==> config.mk <==
export PLATFORM = sky130hd
export DESIGN_NAME = sorted_priority_queue
export DESIGN_NICKNAME = d
export VERILOG_FILES = /design/src/hw/rtl/spq_pkg.sv /design/src/hw/rtl/sorted_priority_queue.sv /design/src/hw/rtl/spq_cell.sv
export SDC_FILE = /design/constraint.sdc
export NUM_CORES = 2
export LEC_CHECK = 0
export ABC_AREA = 1
export BUFFER_PORTS_ARGS = -buffer_cell sky130_fd_sc_hd__buf_4
export CAP_MARGIN = 10
export CORE_MARGIN = 8
export CORE_UTILIZATION = 55
export CTS_CLUSTER_SIZE = 25
export DETAILED_ROUTE_END_ITERATION = 12
export PLACE_DENSITY_LB_ADDON = 0.2
export SLEW_MARGIN = 20
export SYNTH_ARGS = -nofsm -noshare
export SYNTH_HDL_FRONTEND = slang
export SYNTH_HIERARCHICAL = 1
export SYNTH_SLANG_ARGS = --single-unit
==> constraint.sdc <==
create_clock -name clock -period 4.8 [get_ports clock]
set_input_delay 0.24 -clock clock [delete_from_list [all_inputs] [get_ports clock]]
set_output_delay 0.24 -clock clock [all_outputs]
set_load 0.03 [all_outputs]
==> src/hw/rtl/spq_pkg.sv <==
// Shared types and constants for the sorted priority queue.
// Used by spq_cell and sorted_priority_queue; depends on nothing else.
`default_nettype none

package spq_pkg;

   localparam int VALUE_W = 32;
   localparam int PRIO_W  = 16;
   localparam int KIND_W  = 2;
   localparam int ERR_W   = 2;
   localparam int COUNT_W = 5;

   localparam logic [KIND_W-1:0] KIND_ENQUEUE = 2'd0;
   localparam logic [KIND_W-1:0] KIND_DEQUEUE = 2'd1;
   localparam logic [KIND_W-1:0] KIND_STATUS  = 2'd2;

   localparam logic [ERR_W-1:0] ERR_NONE  = 2'd0;
   localparam logic [ERR_W-1:0] ERR_EMPTY = 2'd1;
   localparam logic [ERR_W-1:0] ERR_FULL  = 2'd2;

   // Operation broadcast to every cell of the chain in the same cycle.
   typedef struct packed {
      logic                     enq;
      logic                     deq;
      logic signed [VALUE_W-1:0] value;
      logic signed [PRIO_W-1:0]  prio;
   } cell_ctrl_type;

endpackage

`default_nettype wire

==> src/hw/rtl/sorted_priority_queue.sv <==
// Sorted priority queue: a chain of DEPTH cells kept in descending priority order.
// The response to an accepted request is registered and appears in the cycle after it;
// one request per cycle is taken while the response register is empty or being drained.
// Synchronous active-high reset empties the queue and the response register;
// cell contents are not cleared and are only read below the fill count.
// Depends on spq_pkg and spq_cell.
`default_nettype none

module sorted_priority_queue #(
   parameter int DEPTH = 16
) (
   input  wire logic        clock,
   input  wire logic        reset,
   // Request channel.
   input  wire logic        req_tvalid,
   output logic             req_tready,
   // tdata, lowest bit up: data_value[31:0], priority_req[47:32].
   input  wire logic [47:0] req_tdata,
   // tuser: kind[1:0].
   input  wire logic [1:0]  req_tuser,
   // Response channel.
   output logic             rsp_tvalid,
   input  wire logic        rsp_tready,
   // tdata, lowest bit up: head_value[31:0], is_empty[32], entry_count[37:33],
   // error_code[39:38].
   output logic [39:0]      rsp_tdata
);

   localparam int CW = $clog2(DEPTH + 1);

   // Every request is handled across the whole chain at once: an
   // enqueue makes each cell compare its priority with the new one at once,
   // and the cells behind the insertion point take their left neighbor's entry.
   // A dequeue shifts every cell one place toward the head.

   logic [CW-1:0] count_ff, count_in;
   logic          rsp_valid_ff, rsp_valid_in;
   logic [39:0]   rsp_data_ff, rsp_data_in;

   logic [spq_pkg::KIND_W-1:0]        kind;
   logic signed [spq_pkg::VALUE_W-1:0] req_value;
   logic signed [spq_pkg::PRIO_W-1:0]  req_prio;
   logic                               accept;
   logic                               full, empty;
   logic                               do_enq, do_deq;
   logic [spq_pkg::ERR_W-1:0]          err;
   spq_pkg::cell_ctrl_type             ctrl;

   logic                               bef_chain [DEPTH+1];
   logic signed [spq_pkg::VALUE_W-1:0] cell_value [DEPTH];
   logic signed [spq_pkg::PRIO_W-1:0]  cell_prio [DEPTH];
   logic signed [spq_pkg::VALUE_W-1:0] cell_value_in [DEPTH];

   logic signed [spq_pkg::VALUE_W-1:0] head_next;
   logic [CW+4:0]                      count_ext;

   assign kind      = req_tuser;
   assign req_value = req_tdata[31:0];
   assign req_prio  = req_tdata[47:32];

   // A new request is taken only when its response has a free slot, so the
   // queue never changes under a response that is still waiting.
   assign req_tready = !rsp_valid_ff || rsp_tready;
   assign accept     = req_tvalid && req_tready;

   assign full  = (count_ff == CW'(DEPTH));
   assign empty = (count_ff == '0);

   always_comb begin
      do_enq = 1'b0;
      do_deq = 1'b0;
      err    = spq_pkg::ERR_NONE;
      case (kind)
         spq_pkg::KIND_ENQUEUE: begin
            if (full) err = spq_pkg::ERR_FULL;
            else      do_enq = accept;
         end
         spq_pkg::KIND_DEQUEUE: begin
            if (empty) err = spq_pkg::ERR_EMPTY;
            else       do_deq = accept;
         end
         default: begin
            // Status reads and the unused code leave the queue as it is.
            err = spq_pkg::ERR_NONE;
         end
      endcase
   end

   assign ctrl.enq   = do_enq;
   assign ctrl.deq   = do_deq;
   assign ctrl.value = req_value;
   assign ctrl.prio  = req_prio;

   assign bef_chain[0] = 1'b0;

   for (genvar i = 0; i < DEPTH; i++) begin : g_cell
      logic signed [spq_pkg::VALUE_W-1:0] left_value, right_value;
      logic signed [spq_pkg::PRIO_W-1:0]  left_prio, right_prio;

      if (i == 0) begin : g_head
         assign left_value = '0;
         assign left_prio  = '0;
      end else begin : g_mid
         assign left_value = cell_value[i-1];
         assign left_prio  = cell_prio[i-1];
      end

      if (i == DEPTH - 1) begin : g_tail
         assign right_value = '0;
         assign right_prio  = '0;
      end else begin : g_body
         assign right_value = cell_value[i+1];
         assign right_prio  = cell_prio[i+1];
      end

      spq_cell u_cell (
         .clock       (clock),
         .ctrl        (ctrl),
         .occupied    (CW'(i) < count_ff),
         .prev_ahead  (bef_chain[i]),
         .prev_value  (left_value),
         .prev_prio   (left_prio),
         .next_value  (right_value),
         .next_prio   (right_prio),
         .ahead       (bef_chain[i+1]),
         .value       (cell_value[i]),
         .prio        (cell_prio[i]),
         .value_in    (cell_value_in[i])
      );
   end

   always_comb begin
      count_in = count_ff;
      if (do_enq)      count_in = count_ff + CW'(1);
      else if (do_deq) count_in = count_ff - CW'(1);
   end

   // The response describes the queue after this request.
   assign head_next = (count_in == '0) ? '0 : cell_value_in[0];
   assign count_ext = {5'd0, count_in};

   always_comb begin
      rsp_valid_in = rsp_valid_ff;
      rsp_data_in  = rsp_data_ff;
      if (accept) begin
         rsp_valid_in = 1'b1;
         rsp_data_in  = {err, count_ext[4:0], (count_in == '0), head_next};
      end else if (rsp_tready) begin
         rsp_valid_in = 1'b0;
      end
   end

   always_ff @(posedge clock) begin
      if (reset) begin
         count_ff     <= '0;
         rsp_valid_ff <= 1'b0;
      end else begin
         count_ff     <= count_in;
         rsp_valid_ff <= rsp_valid_in;
      end
      rsp_data_ff <= rsp_data_in;
   end

   assign rsp_tvalid = rsp_valid_ff;
   assign rsp_tdata  = rsp_data_ff;

endmodule

`default_nettype wire

==> src/hw/rtl/spq_cell.sv <==
// One entry of the sorted chain: holds a value and its priority.
// Depends on spq_pkg for the broadcast operation struct.
`default_nettype none

module spq_cell (
   input  wire logic                             clock,
   input  wire spq_pkg::cell_ctrl_type           ctrl,
   input  wire logic                             occupied,
   input  wire logic                             prev_ahead,
   input  wire logic signed [spq_pkg::VALUE_W-1:0] prev_value,
   input  wire logic signed [spq_pkg::PRIO_W-1:0]  prev_prio,
   input  wire logic signed [spq_pkg::VALUE_W-1:0] next_value,
   input  wire logic signed [spq_pkg::PRIO_W-1:0]  next_prio,
   output logic                                  ahead,
   output logic signed [spq_pkg::VALUE_W-1:0]    value,
   output logic signed [spq_pkg::PRIO_W-1:0]     prio,
   output logic signed [spq_pkg::VALUE_W-1:0]    value_in
);

   logic signed [spq_pkg::VALUE_W-1:0] value_ff;
   logic signed [spq_pkg::PRIO_W-1:0]  prio_ff;
   logic signed [spq_pkg::PRIO_W-1:0]  prio_in;

   // The new entry belongs ahead of this one when this slot is free or holds a
   // strictly lower priority; equal priorities stay ahead to keep arrival order.
   assign ahead = !occupied || (prio_ff < ctrl.prio);

   always_comb begin
      value_in = value_ff;
      prio_in  = prio_ff;
      if (ctrl.enq && ahead) begin
         if (prev_ahead) begin
            value_in = prev_value;
            prio_in  = prev_prio;
         end else begin
            value_in = ctrl.value;
            prio_in  = ctrl.prio;
         end
      end else if (ctrl.deq) begin
         value_in = next_value;
         prio_in  = next_prio;
      end
   end

   always_ff @(posedge clock) begin
      value_ff <= value_in;
      prio_ff  <= prio_in;
   end

   assign value = value_ff;
   assign prio  = prio_ff;

endmodule

`default_nettype wire

* Word level (Yosys, flattened, before mapping)
Cells that the tools add are included.
** Word-level totals
- Register bits :: 814
- Latch bits :: 0
- Bits in writable memories :: 0
- Memory bits (read-only) :: 0
- Bits of input ports :: 54
- Output and inout bits :: 42
- Logic and storage cells :: 248
- Memories kept :: 0
** Cells by class
- $add $sub $neg :: 2
- Multiply operators :: 0
- Div/mod/pow operators :: 0
- Order comparisons :: 32
- Equal/unequal tests :: 2
- Shifts and indexed selects :: 0
- Muxes and demuxes :: 105
- Bitwise logic cells :: 0
- Reduce and logical (&&, ||, !) cells :: 71
** Operator list (count)
- two-way mux 32 bit :: 47
- two-way mux 16 bit :: 47
- less-than comparator 16 bit :: 16
- less-than comparator 4 x 5 -> 1 bit, first input constant :: 8
- nonzero test 2 bit :: 17
- less-than comparator 3 x 5 -> 1 bit, first input constant :: 4
- logical AND 1 bit :: 17
- zero test 1 bit :: 17
- logical OR 1 bit :: 17
- zero test 5 bit :: 2
- less-than comparator 1 x 5 -> 1 bit, first input constant :: 2
- less-than comparator 2 x 5 -> 1 bit, first input constant :: 2
- two-way mux 5 bit :: 2
- two-way mux 1 bit :: 7
- adder 5 x 1 -> 5 bit, second input constant :: 1
- == test 5 bit, second input constant :: 1
- subtractor 5 x 1 -> 5 bit, second input constant :: 1
- case mux 2 bit (2 select lines) :: 1
- == test 2 x 1 -> 1 bit, second input constant :: 1
- zero test 2 bit :: 1
- two-way mux 2 bit :: 1

* Longest topological paths before layout
- Depth in word-level cells :: 8
- Depth in mapped cells :: 20
- Depth with buffers taken out :: 17

* By module
The synthesis kept the hierarchy.
** Modules (own cells, without submodules)
- spq_cell at g_cell[0].u_cell ... :: instances 8, cells an instance 454, area an instance 3161.8 um^2, seq. area each 1121.1 um^2
- spq_cell at g_cell[2].u_cell ... :: instances 8, cells an instance 451, area an instance 3159.3 um^2, seq. area each 1121.1 um^2
- sorted_priority_queue :: instances 1, cells an instance 230, area an instance 2437.3 um^2, seq. area each 1321.3 um^2

* Worst setup path after synthesis
No wires, ideal clock.
- Path type :: register -> register
- From :: register rsp_valid_ff (netlist: rsp_tvalid)
- To :: register g_cell[0].u_cell.prio_ff, in the netlist g_cell[0].u_cell/prio[0] (enable)
- Setup time :: 372 ps
- Arrival :: 3448 ps
- Data required time :: 4428 ps
- Setup slack :: 980 ps
- Cell stages (with the launch flop) :: 8
- Path buffers :: 2
- Period minus slack after synthesis :: 3820 ps
- Path through :: dfxtp_1 -> a21oi_2 -> nand3_4 -> inv_2 -> nand2_2 -> buf_4 -> buf_6 -> nand2_1
** Between the ends
- Longest elaborated chain between the ends :: 7
** RTL lines
- start: declaration :: RTL line sorted_priority_queue.sv:37 : logic rsp_valid_ff, rsp_valid_in;
- start signal: assignment :: RTL line sorted_priority_queue.sv:159 : rsp_valid_ff <= rsp_valid_in;
- zero test 1 bit :: RTL line sorted_priority_queue.sv:63 : assign req_tready = !rsp_valid_ff || rsp_tready;
- logical OR 1 bit :: RTL line sorted_priority_queue.sv:63
- logical AND 1 bit :: RTL line sorted_priority_queue.sv:64 : assign accept = req_tvalid && req_tready;
- via accept :: RTL line sorted_priority_queue.sv:43 : logic accept;
- two-way mux 1 bit :: RTL line sorted_priority_queue.sv:75 : if (full) err = spq_pkg::ERR_FULL;
- two-way mux 1 bit :: RTL line sorted_priority_queue.sv:73 : case (kind)
- via do_enq :: RTL line sorted_priority_queue.sv:45 : logic do_enq, do_deq;
- logical AND 1 bit :: RTL line spq_cell.sv:31 : if (ctrl.enq && ahead) begin
- nonzero test 2 bit (no source line)
- end signal: assignment :: RTL line spq_cell.sv:47 : prio_ff <= prio_in;
- end: declaration :: RTL line spq_cell.sv:21 : logic signed [spq_pkg::PRIO_W-1:0] prio_ff;
The timed path passes the listed nets, and every way through them passes these cells.
A chain may end at the register's enable or synchronous reset.

==> reports/metrics.cfg <==
[yosys]
synth_common_cells=nand2_1, nand3_1, mux2_2, dfxtp_1, inv_1
synth_ff_type=dfxtp_1
synth_top_area_share=0.257
synth_edf_count=296
synthesis.area_um2=53000
yosysTopAreaCell=nand2_1
yosysMostFrequentCell=nand2_1
async_reset_ff_frac=0
netlist_instances=7470
yosysUniqueCellTypes=36
synth_seq_area_share=0.363
avgSynthCellArea_um2=7.10
synthTopCellsByArea=nand2_1, dfxtp_1, edfxtp_1
ys_warn_count=6
ys_ff_latch=814

[floorplan]
rows=114
ios=96
initial_utilization=0.551
die-area_um2=107000
coreArea_um2=96100
die_w_um=326
die_h_um=326

[critical_path]
crit_fanout=62
arrival_ns=4.14
cp-start-kind=flop
reg2reg_to=g_cell[14].u_cell/prio[8]$_DFFE_PP_
crit_type=reg2reg
rrSetupSlack_ns=0.89
crit_path_end_kind=flop
reg2reg_depth=6
r2r-start=count_ff[3]$_SDFF_PP0_
crit_required_ns=5.03

[cells_and_area]
layout-drive-gt1-share=0.125
fillCellCount=8987
syn_to_final_growth_pct=7.93
fin_util=0.595
fin_nets=7661
antenna-diode-count=0

[sta]
fin_crit_ns=3.91
drv_slew=0
setup_viol=0
hold_slack_ns=0.0718
slew_headroom=0.261
rsz0062_at_grt=false
final_hold_viol_count=0
tightestPinTransition_ns=1.10
timing.fmax_ghz=0.255
post-route-period-util=0.816
skew_ns=0.0154
setup_tns_ns=0

[placed_design]
gp_congestion=0.828
io_buffers=95
hpwl_um=87400

[min_path]
hold_class=in2reg
hold-path-endpoint=rsp_tdata[39]$_DFFE_PN_
hp-start=req_tuser[1]
holdPathStages=4

[global_route]
first_global_vias=42700
antenna_found_initial=0
grt-ovfl-total=0
grt_pass1_wl_um=214000
grt_max_degree=196
grt.total_usage=0.229

[drt]
first_iter_violations=4207
drc=0
routed_wl_um=127000
viasPerCell=5.21
vias=45400
drt-pass1-iter-count=8
wl_per_cell_um=14.6
postRouteAntennaNets=0

[run]
maxCapViolations=0

[clock_tree]
cts.path.max_buffers=3
cts.sinks=814
post-cts-setup-buffers=0
htree_num_levels=3
clk_transition_reported_paths_ns=0.06
cts_buffers=91
cts-root-buf=clkbuf_16
clk_latency_ns=0.66
cts_tree=done

[power]
finalPower_uw=21800
p_clk_frac=0.322
p_switching_uw=6770
power_frac_comb=0.233
peakVddDrop_mv=0.304
intPower_uw=15100
p_seq_frac=0.445
power_density_nw_per_um2=382
power.share.switching=0.310
p_leak_uw=0.0299

[run_status]
status=finished, final reports clean

==> flip-flops by register name (all words and copies together) (netlist names) <==
| name | flops |
|---|---|
| count_ff | 5 |
| g_cell.u_cell/prio | 256 |
| g_cell.u_cell/value | 512 |
| rsp_tdata | 40 |
| rsp_tvalid | 1 |
==> metrics by stage <==
stage               cell area [µm²]  cells  setup slack, ns
global placement              54200   8543            0.993
finish                        57200   8715            0.886
detailed placement            54200   8543            0.995
CTS                           57200   8714            0.964
global route                  57200   8715            0.796
floorplan                     53400   7566            0.980
==> power by group through the flow <==
stage               Clock [µW]  Combinational, µW  Sequential [µW]
CTS                       7160               5080             9700
detailed placement           0               5020             9840
finish                    7030               5100             9710
global placement             0               4900             9790
floorplan                    0               4170             9530
global route              7440               5910             9920
==> per-layer routing <==
metal | vias to the layer above | part of all wire | track usage | wire [µm]
met3 | 109 | 0.052 | 0.0248 | 6550
met1 | 20300 | 0.50 | 0.337 | 63600
met2 | 1111 | 0.44 | 0.364 | 55500
met4 | 0 | 0.012 | 0.0459 | 1580
met5 | - | 0 | 0 | 0
li1 | 23900 | - | - | -
==> final cells by class <==
class,count,area [µm²],share of cell area
clock inverters,40,419,0.00733
well taps,1276,1600,0.0279
inverters,405,1530,0.0267
clock buffers,129,2580,0.0451
flip-flops and latches,814,19300,0.337
multi-input cells,5875,30400,0.531
repair buffers,176,1480,0.0258
==> cells by family (layout without fill, tap and decap cells) <==
family | after synthesis | count (layout) | synth area share
XOR/XNOR | 1 | 1 | 0.000165
flip-flops | 814 | 814 | 0.363
other | 1 | 97 | 0.0000707
adder cells (fa/ha/maj) | 244 | 244 | 0.0576
AO/OA/AOI/OAI | 429 | 429 | 0.0436
AND/OR/NAND/NOR | 4576 | 4576 | 0.350
multiplexers | 528 | 528 | 0.112
buffers and inverters | 877 | 750 | 0.0732
==> repair_timing <==
action,CTS,global route
hold buffers,2,0
endpoints found under the hold margin,6,0
resized for setup,0,0
==> how the worst max path moves through the flow <==
| stage | from | endpoint | slack [ns] | cells past startpoint |
|---|---|---|---|---|
| floorplan | rsp_tvalid$_SDFFE_PP0P_ | g_cell[0].u_cell/prio[0]$_DFFE_PP_ | 0.98 | 7 |
| global placement | count_ff[3]$_SDFF_PP0_ | g_cell[14].u_cell/prio[10]$_DFFE_PP_ | 0.99 | 6 |
| detailed placement | count_ff[3]$_SDFF_PP0_ | g_cell[14].u_cell/prio[11]$_DFFE_PP_ | 0.99 | 6 |
| CTS | count_ff[3]$_SDFF_PP0_ | g_cell[14].u_cell/prio[11]$_DFFE_PP_ | 0.96 | 6 |
| global route | count_ff[3]$_SDFF_PP0_ | g_cell[14].u_cell/prio[14]$_DFFE_PP_ | 0.80 | 6 |
| finish | count_ff[3]$_SDFF_PP0_ | g_cell[14].u_cell/prio[8]$_DFFE_PP_ | 0.89 | 6 |
==> placed cells by master, fill, tap and decap left out, types with 12 or more instances in the layout <==
cell          n
nand2_1    3634
nand3_1     798
mux2_2      528
dfxtp_1     518
inv_1       399
edfxtp_1    296
o21ai_0     245
ha_1        244
buf_4       162
a21oi_1     110
conb_1       97
clkbuf_16    93
nor2_1       60
a21oi_2      30
o21ai_1      24
clkbuf_1     23
nand2_2      21
nand3_4      18
nand4_1      17
clkinv_2     16
buf_12       12
==> critical path, stage by stage (launching register included) <==
cell     delay [ns]
dfxtp_1        0.60
inv_1          0.17
o21ai_0        0.89
o21a_1         0.44
nand3_4        0.65
nand2_2        0.25
nand2_1        0.46
(Power assumes the default switching activity.)
